[src/hdl/cdt_pkg.sv]
// Package with command codes and field widths for the countdown timer bank.
`timescale 1ns / 1ps

package cdt_pkg;

  localparam int CMD_W   = 2;
  localparam int CHAN_W  = 3;
  localparam int COUNT_W = 16;

  typedef logic [CMD_W-1:0]   cmd_t;
  typedef logic [CHAN_W-1:0]  chan_t;
  typedef logic [COUNT_W-1:0] count_t;

  localparam cmd_t CMD_WAIT  = 2'd0;
  localparam cmd_t CMD_RESET = 2'd1;
  localparam cmd_t CMD_TICK  = 2'd2;

endpackage

[src/hdl/countdown_timer_bank_core.sv]
// Top level of the countdown timer bank: command decode, count memory and tick walk.
`timescale 1ns / 1ps

// Usage
// A command beat is taken at a rising edge where start is high and busy is low.
// Every command answers with exactly one result beat: out_valid is high for one
// cycle and out_done_res holds the answer. The receiver cannot stall, so the
// result is simply presented for that one cycle and then dropped.
// Latency and throughput:
//   reset, unused codes, a wait on an out-of-range channel and a wait that
//   starts an idle channel answer in the cycle after acceptance, and busy stays
//   low, so a new command can follow every cycle.
//   A wait on a running channel reads its count from the memory first; S_WAIT
//   registers the answer from the read data, and busy is high for one cycle.
//   A tick walks every channel through the single read port of the count
//   memory, one entry per cycle, writing each entry back in the cycle after
//   its read; the answer comes at the end of the walk.
// Reset (rst_n low, synchronous) stops every channel and empties the result
// strobe. Counts are left as they are; a channel only reads its count once a
// wait has loaded it.
module countdown_timer_bank_core #(
  parameter int NUM_TIMERS = 8
) (
  input  logic                 clk,
  input  logic                 rst_n,
  input  logic                 start,
  output logic                 busy,
  input  cdt_pkg::cmd_t        in_command,
  input  cdt_pkg::chan_t       in_channel,
  input  cdt_pkg::count_t      in_delay_ms,
  input  cdt_pkg::count_t      in_elapsed_ms,
  output logic                 out_valid,
  output logic                 out_done_res
);

  import cdt_pkg::*;

  // Index width for the bank and a counter that can also hold NUM_TIMERS.
  localparam int IDX_W = (NUM_TIMERS > 1) ? $clog2(NUM_TIMERS) : 1;
  localparam int CNT_W = $clog2(NUM_TIMERS + 1);

  localparam logic [1:0] S_IDLE = 2'd0;
  localparam logic [1:0] S_WAIT = 2'd1;
  localparam logic [1:0] S_TICK = 2'd2;

  logic [1:0]            state_r, state_nxt;
  logic [NUM_TIMERS-1:0] run_r, run_nxt;
  logic [CNT_W-1:0]      cnt_r, cnt_nxt;
  logic                  tick_rv_r, tick_rv_nxt;
  logic [IDX_W-1:0]      tick_idx_r, tick_idx_nxt;
  logic [IDX_W-1:0]      ch_idx_r, ch_idx_nxt;
  count_t                elapsed_r, elapsed_nxt;
  logic                  out_valid_r, out_valid_nxt;
  logic                  out_done_r, out_done_nxt;

  // Count memory: one write port, one read port, registered read data.
  count_t                mem [NUM_TIMERS];
  logic                  mem_we;
  logic [IDX_W-1:0]      mem_wa;
  count_t                mem_wd;
  logic [IDX_W-1:0]      mem_ra;
  count_t                rd_data_r;

  logic                  accept;
  logic                  ch_ok;
  logic [IDX_W-1:0]      ch_idx;
  logic                  cnt_more;

  assign accept   = start && (state_r == S_IDLE);
  assign ch_ok    = 32'(in_channel) < NUM_TIMERS;
  assign ch_idx   = IDX_W'(in_channel);
  assign cnt_more = 32'(cnt_r) < NUM_TIMERS;

  assign busy         = (state_r != S_IDLE);
  assign out_valid    = out_valid_r;
  assign out_done_res = out_done_r;

  // In idle the read port looks at the addressed channel, so a wait on a
  // running channel has its count ready in the following cycle.
  assign mem_ra = (state_r == S_TICK) ? cnt_r[IDX_W-1:0] : ch_idx;

  always_comb begin
    state_nxt     = state_r;
    run_nxt       = run_r;
    cnt_nxt       = cnt_r;
    tick_rv_nxt   = 1'b0;
    tick_idx_nxt  = tick_idx_r;
    ch_idx_nxt    = ch_idx_r;
    elapsed_nxt   = elapsed_r;
    out_valid_nxt = 1'b0;
    out_done_nxt  = 1'b0;
    mem_we        = 1'b0;
    mem_wa        = ch_idx;
    mem_wd        = in_delay_ms;

    case (state_r)
      S_IDLE: begin
        if (accept) begin
          case (in_command)
            CMD_WAIT: begin
              if (ch_ok && !run_r[ch_idx]) begin
                // Idle channel: load the delay and start it.
                mem_we          = 1'b1;
                run_nxt[ch_idx] = 1'b1;
                out_valid_nxt   = 1'b1;
              end else if (ch_ok) begin
                ch_idx_nxt = ch_idx;
                state_nxt  = S_WAIT;
              end else begin
                out_valid_nxt = 1'b1;
              end
            end
            CMD_RESET: begin
              if (ch_ok) begin
                run_nxt[ch_idx] = 1'b0;
              end
              out_valid_nxt = 1'b1;
            end
            CMD_TICK: begin
              elapsed_nxt = in_elapsed_ms;
              cnt_nxt     = '0;
              state_nxt   = S_TICK;
            end
            default: begin
              out_valid_nxt = 1'b1;
            end
          endcase
        end
      end
      S_WAIT: begin
        // The running channel's count is on the read port now.
        if (rd_data_r == '0) begin
          run_nxt[ch_idx_r] = 1'b0;
          out_done_nxt      = 1'b1;
        end
        out_valid_nxt = 1'b1;
        state_nxt     = S_IDLE;
      end
      S_TICK: begin
        // Read entry cnt_r while writing back the entry read in the previous cycle.
        if (cnt_more) begin
          tick_rv_nxt  = 1'b1;
          tick_idx_nxt = cnt_r[IDX_W-1:0];
          cnt_nxt      = cnt_r + 1'b1;
        end else begin
          out_valid_nxt = 1'b1;
          state_nxt     = S_IDLE;
        end
        if (tick_rv_r && run_r[tick_idx_r] && (rd_data_r != '0)) begin
          mem_we = 1'b1;
          mem_wa = tick_idx_r;
          mem_wd = (rd_data_r > elapsed_r) ? count_t'(rd_data_r - elapsed_r) : '0;
        end
      end
      default: begin
        state_nxt = S_IDLE;
      end
    endcase
  end

  always_ff @(posedge clk) begin
    if (mem_we) begin
      mem[mem_wa] <= mem_wd;
    end
    rd_data_r <= mem[mem_ra];
  end

  always_ff @(posedge clk) begin
    if (!rst_n) begin
      state_r     <= S_IDLE;
      run_r       <= '0;
      cnt_r       <= '0;
      tick_rv_r   <= 1'b0;
      out_valid_r <= 1'b0;
      out_done_r  <= 1'b0;
    end else begin
      state_r     <= state_nxt;
      run_r       <= run_nxt;
      cnt_r       <= cnt_nxt;
      tick_rv_r   <= tick_rv_nxt;
      out_valid_r <= out_valid_nxt;
      out_done_r  <= out_done_nxt;
    end
  end

  always_ff @(posedge clk) begin
    tick_idx_r <= tick_idx_nxt;
    ch_idx_r   <= ch_idx_nxt;
    elapsed_r  <= elapsed_nxt;
  end

`ifndef ASSERT_OFF
  // A result beat only follows an accepted command or the end of a multi-cycle one.
  a_result_has_cause: assert property (@(posedge clk) disable iff (!rst_n)
    out_valid_r |-> $past(start && !busy) || ($past(state_r) != S_IDLE))
    else $error("result beat without a command");

  // Done is only answered by a wait that found its running channel's count at zero.
  a_done_from_wait: assert property (@(posedge clk) disable iff (!rst_n)
    out_done_r |-> out_valid_r && ($past(state_r) == S_WAIT) && ($past(rd_data_r) == '0))
    else $error("done without an expired wait");

  // A done answer leaves its channel stopped.
  a_done_stops: assert property (@(posedge clk) disable iff (!rst_n)
    (state_r == S_WAIT && rd_data_r == '0) |=> !run_r[$past(ch_idx_r)])
    else $error("expired channel still running");

  // The tick walk never runs past the bank.
  a_walk_bound: assert property (@(posedge clk) disable iff (!rst_n)
    (state_r == S_TICK) |-> 32'(cnt_r) <= NUM_TIMERS)
    else $error("tick walk overran the bank");
`endif

endmodule
[config.mk]
export PLATFORM = sky130hd
export DESIGN_NAME = countdown_timer_bank_core
export DESIGN_NICKNAME = d
export VERILOG_FILES = /design/src/hdl/cdt_pkg.sv /design/src/hdl/countdown_timer_bank_core.sv
export SDC_FILE = /design/constraint.sdc
export NUM_CORES = 1
export LEC_CHECK = 0
export BUFFER_PORTS_ARGS = -buffer_cell sky130_fd_sc_hd__buf_2
export CORE_UTILIZATION = 45
export CTS_BUF_LIST = sky130_fd_sc_hd__clkbuf_2 sky130_fd_sc_hd__clkbuf_4 sky130_fd_sc_hd__clkbuf_8
export CTS_CLUSTER_DIAMETER = 120
export DETAILED_ROUTE_END_ITERATION = 7
export GPL_TIMING_DRIVEN = 0
export MAX_ROUTING_LAYER = met4
export PLACE_DENSITY = 0.76
export SLEW_MARGIN = 5
export SYNTH_ARGS = -nofsm -noshare
export SYNTH_HDL_FRONTEND = slang
export SYNTH_SLANG_ARGS = --single-unit
[constraint.sdc]
create_clock -name clk -period 2.8 [get_ports clk]
set_input_delay 0.28 -clock clk [delete_from_list [all_inputs] [get_ports clk]]
set_output_delay 0.28 -clock clk [all_outputs]
set_load 0.005 [all_outputs]
After elaboration in Yosys (flattened, before gate mapping). Memories as Yosys holds them, arrays and structs flattened. A register that Yosys moved wholly into a read port is not among the register bits. Cells that the tools add are included.

RAM bits: 128. Memories kept: 1. Register bits: 39. Output and inout port bits: 3.

Memory list: mem (words 8, bits a word 16, rd ports 1, clocked after Yosys merged registers in 1, write ports 1, RTL line countdown_timer_bank_core.sv:57) `count_t mem [NUM_TIMERS];`.

Equal/unequal tests: 13. Muxes and demuxes: 41. $add $sub $neg: 2. Order comparisons: 7. Bitwise operators: 5. Reduce and logical (&&, ||, !) cells: 20.

Operators by type and width (number): $mux 16 (3); $pmux 8 s2 (2); $mux 8 (3); $and 8x8->8 (2); $gt 16x16->1 (1); $logic_not 16->1 (1); $not 8->8 (2); $reduce_bool 16->1 (1); $sub 16x16->16 (1); $mux 1 (14); $lt 3x4->1 const B (3); $mux 4 (3); $reduce_and 4->1 (3); $mux 3 (3); $ne 2x2->1 const B (4); $or 8x8->8 (1); $pmux 2 s2 (2); $pmux 4 s2 (1); $bmux 1 s3 (2); $demux 1 s3 (2); $ge 3x1->1 const B (2); $mux 2 (3); $ne 3x1->1 const B (2); $ne 3x3->1 const B (2); other kinds (13) (25).

Logic depth before layout (Yosys ltp).
Depth after elaboration: 9. Mapped depth: 10. Depth with buffers taken out: 9.

Worst setup path before layout. Ideal clock, no wire load.

Path kind: register -> register. Start point: register elapsed_r[0]. End point: memory mem[0][12] (netlist name) (data pin). Arrival: 2.414 ns. Path buffers: 1. Setup time: 0.265 ns. Stages on the path, launching flop included: 10. Required time: 2.535 ns. Setup slack: 0.121 ns. Cells stage by stage: edfxtp_1 -> ha_1 -> fa_1 -> nand2b_1 -> a21o_1 -> a211oi_1 -> o31a_1 -> nand2_1 -> clkbuf_2 -> o21ai_0.

Cells in the longest elaborated chain, start to end: 4. Elaborated cells on any way between the ends: 5.

Ends and longest elaborated chain: from (decl) (RTL line countdown_timer_bank_core.sv:52) `count_t elapsed_r, elapsed_nxt;`; from (signal assigned) (RTL line countdown_timer_bank_core.sv:189) `elapsed_r <= elapsed_nxt;`; $sub 16x16->16 / $gt 16x16->1 (equally long branches) (RTL line countdown_timer_bank_core.sv:152) `mem_wd = (rd_data_r > elapsed_r) ? count_t'(rd_data_r - elapsed_r) : '0;`; $mux 16 (*) (RTL line countdown_timer_bank_core.sv:152); $mux 16 (*) (RTL line countdown_timer_bank_core.sv:149) `if (tick_rv_r && run_r[tick_idx_r] && (rd_data_r != '0)) begin`; $mux 16 (*) (RTL line countdown_timer_bank_core.sv:96) `case (state_r)`; via mem_wd[12] (RTL line countdown_timer_bank_core.sv:60) `count_t mem_wd;`; to (decl) (RTL line countdown_timer_bank_core.sv:57).

The timed path passes the listed nets; every way through them passes the cells marked *.

Worst setup path after layout.
Start point: register tick_idx_r[0]. End point: memory mem[1][13] (netlist name), enable pin.

Cells in the longest elaborated chain, start to end: 8. Elaborated cells on any way between the ends: 10.

Ends and longest elaborated chain: from (decl) (RTL line countdown_timer_bank_core.sv:50) `logic [IDX_W-1:0] tick_idx_r, tick_idx_nxt;`; from (signal assigned) (RTL line countdown_timer_bank_core.sv:187) `tick_idx_r <= tick_idx_nxt;`; $bmux 1 s3 (RTL line countdown_timer_bank_core.sv:149); $mux 1 (implied by the code) (RTL line countdown_timer_bank_core.sv:149); $logic_and 1x1->1 (2 in a row) (RTL line countdown_timer_bank_core.sv:149); $mux 1 (RTL line countdown_timer_bank_core.sv:149); $pmux 1 s2 (RTL line countdown_timer_bank_core.sv:96); $mux 1 (RTL line countdown_timer_bank_core.sv:162) `if (mem_we) begin`; $mux 1 (implied by the code) (RTL line countdown_timer_bank_core.sv:163) `mem[mem_wa] <= mem_wd;`.

Parallel ways exist; a longest one is shown, timed or not. The select of a mux whose other input is x is not followed.

==> qor.yml <==
status:
  outcome: "complete, no violations"
clocking:
  cts_tree: "built"
  cts_num_sinks: 183
  clk_pin_slew_worst_paths_ns: 0.09
  cts_buffer_depth: 2
  cts_root_buf: "clkbuf_8"
  insertion_delay_ns: 0.47
  cts_made_buffers: 17
  h-tree-depth: 4
timing:
  max_clock_freq_mhz: 365
  clock_skew_ns: 0.0106
  tightest_slew_ns: 0.987
  setup-tns-final_ns: 0
  relSlewSlack_pct: 32.3
  finalCritPeriodShare_pct: 97.8
  layout_setup_ws_ns: 0.0604
  fin_crit_ns: 2.74
  setup_viol_count_final: 0
  drv_slew: 0
  hold_viol_final: 0
grt:
  grt_first_pass_wirelength_mm: 28.1
  overflow: 0
  grt_max_degree: 19
  grt_pass1_vias: 5096
  grt_usage_pct: 21.9
  antenna_found_initial: 0
routing:
  ant_nets: 0
  vias: 5066
  routedWlPerCell_um: 21.5
  drt_iter0_markers: 554
  drt_wl_total_mm: 18.2
  drc: 0
  post_drt_via_cell_ratio: 5.96
  firstDrtPassIters: 5
synth:
  async_reset_ff_share_pct: 0
  ys_warn_count: 0
  synth_edf_count: 150
  synthCells: 522
  yosysSeqAreaShare_pct: 64.5
  synth-seq-cells: 183
  mappedNetlistArea_um2: 8000
  synth_ff_type: "edfxtp_1"
  yosysUniqueCellTypes: 70
  syn_area_per_cell_um2: 15.3
  synthesis.nets: 580
cells_and_area:
  final_nets: 670
  final_util_pct: 54.6
  mostFrequentLayoutCell: "edfxtp_1"
  layout-drive-gt1-share_pct: 31.8
  layout_common_cells: "edfxtp_1, buf_2, mux4_2"
  finalInstanceArea_um2: 9480
  fillers: 1294
  antennaDiodeCount: 0
  syn2layout_area_growth_pct: 18.4
placement:
  dpl-instance-area_um2: 8610
  dp_slack_ns: -0.651
  portBuffers: 41
  hpwlAfterDp_mm: 12.2
  gp_congestion: 0.908
setup_path:
  cp_top_family: "multiplexers"
  end_kind: "flip-flop"
  start_kind: "flip-flop"
  cp_num_buf_inv: 2
  path_cells: "mux4_2 > mux2_2 > nand4_1 > buf_6 > nor2_1 > a22oi_2 > nor2_4 > buf_8"
  arrival_ns: 2.97
  setup.worst_path.class: "flip-flop to flip-flop"
  crit_slowest_cell: "mux4_2"
  crit_required_ns: 3.03
  max_stage_delay_ns: 0.59
  r2r_cells: 8
  crit_path_max_fanout: 11
  crit_cells: 8
die:
  core_um2: 17400
  die_h_um: 135
  start_util_pct: 46.1
  fp.dieW_um: 135
  pin_count: 43
  die_area_um2: 18300
  rows: 48
power_and_ir_drop:
  ir_worst_vdd_mv: 0.272
  p_leak_nw: 3.38
  power_w: 0.00545
  power_density_nw_per_um2: 575
hold_path:
  hp-class: "input port to flip-flop"
  hold_depth: 1
job:
  cap_violations: 0
-- cells by family after synthesis --
logic type | synth area share (%)
AOI/OAI and AO/OA | 8.60
muxes | 13.2
and+or+nand+nor | 7.25
xor gates and xnor gates | 0.985
DFF | 64.5
adders and majority gates | 2.91
buffers and inverters | 2.50
-- layer usage --
metal	GRT usage [%]	wire length [um]	share of wire, %
met1	26.6	7330	40
met4	8.49	598	3.3
met2	36.0	9300	51
met5	-	0	0
met3	4.68	1010	5.5
-- sequential cells by signal, indices dropped and copies added, names as in the netlist, named ones only --
register      flops
out_valid         1
mem             128
ch_idx_r          3
tick_idx_r        3
state_r           2
elapsed_r        16
cnt_r             4
out_done_res      1
tick_rv_r         1
rd_data_r        16
-- power breakdown --
group | switching (W) | total, W | internal (W) | leakage [nW]
sequential | 0.0000389 | 0.00303 | 0.00299 | 1.63
clock | 0.00102 | 0.00176 | 0.000744 | 0.198
combinational | 0.000364 | 0.000653 | 0.000288 | 1.56
-- what timing repair did --
action	CTS	global route
hold buffers	16	0
endpoints found under the hold margin	16	0
resized for setup	50	14
pin swaps	6	7
gates cloned	0	0
setup endpoints to repair	230	220
buffers inserted	3	4
-- cell usage after synthesis, types with 5 or more instances --
library cell    n  share of area [%]
edfxtp_1      150                 56
mux4_2         35                9.8
dfxtp_1        33                8.3
nor2_1         28                1.3
inv_1          26                1.2
nand2_1        24                1.1
o21ai_0        24                1.5
a21oi_1        20                1.3
ha_1           17                2.7
mux2_2         17                2.4
a21o_1          8               0.75
nand2b_1        8               0.63
nor3_1          8               0.50
a31oi_1         7               0.55
buf_2           6               0.38
clkbuf_1        6               0.28
nand4_1         6               0.47
and2_1          5               0.39
nor4_1          5               0.39
xor2_1          5               0.55
-- stage by stage --
step	hold slack (ns)	cells
floorplan	0.379	522
global placement	0.457	788
detailed placement	0.458	795
CTS	0.0198	846
global route	0.0210	850
finish	0.0393	850
-- cell type report --
type	count	area [um2]	share of cell area, %
flip-flops and latches	183	5160	54.5
multi-input cells	295	2880	30.4
repair buffers	71	532	5.61
well taps	225	282	2.97
clock buffers	17	234	2.47
clock inverters	15	160	1.69
plain buffers	18	129	1.36
inverters	26	97.6	1.03
-- final timing paths --
kind                                     from     endpoint  slack, ns
worst min register to register      flip-flop    flip-flop       0.52
worst min-delay path            in_channel[0]  ch_idx_r[0]       0.04
worst max register to register  tick_idx_r[0]   mem[1][13]       0.06
worst max-delay path            tick_idx_r[0]   mem[1][13]       0.06
Power figures use the tool's default switching activity.
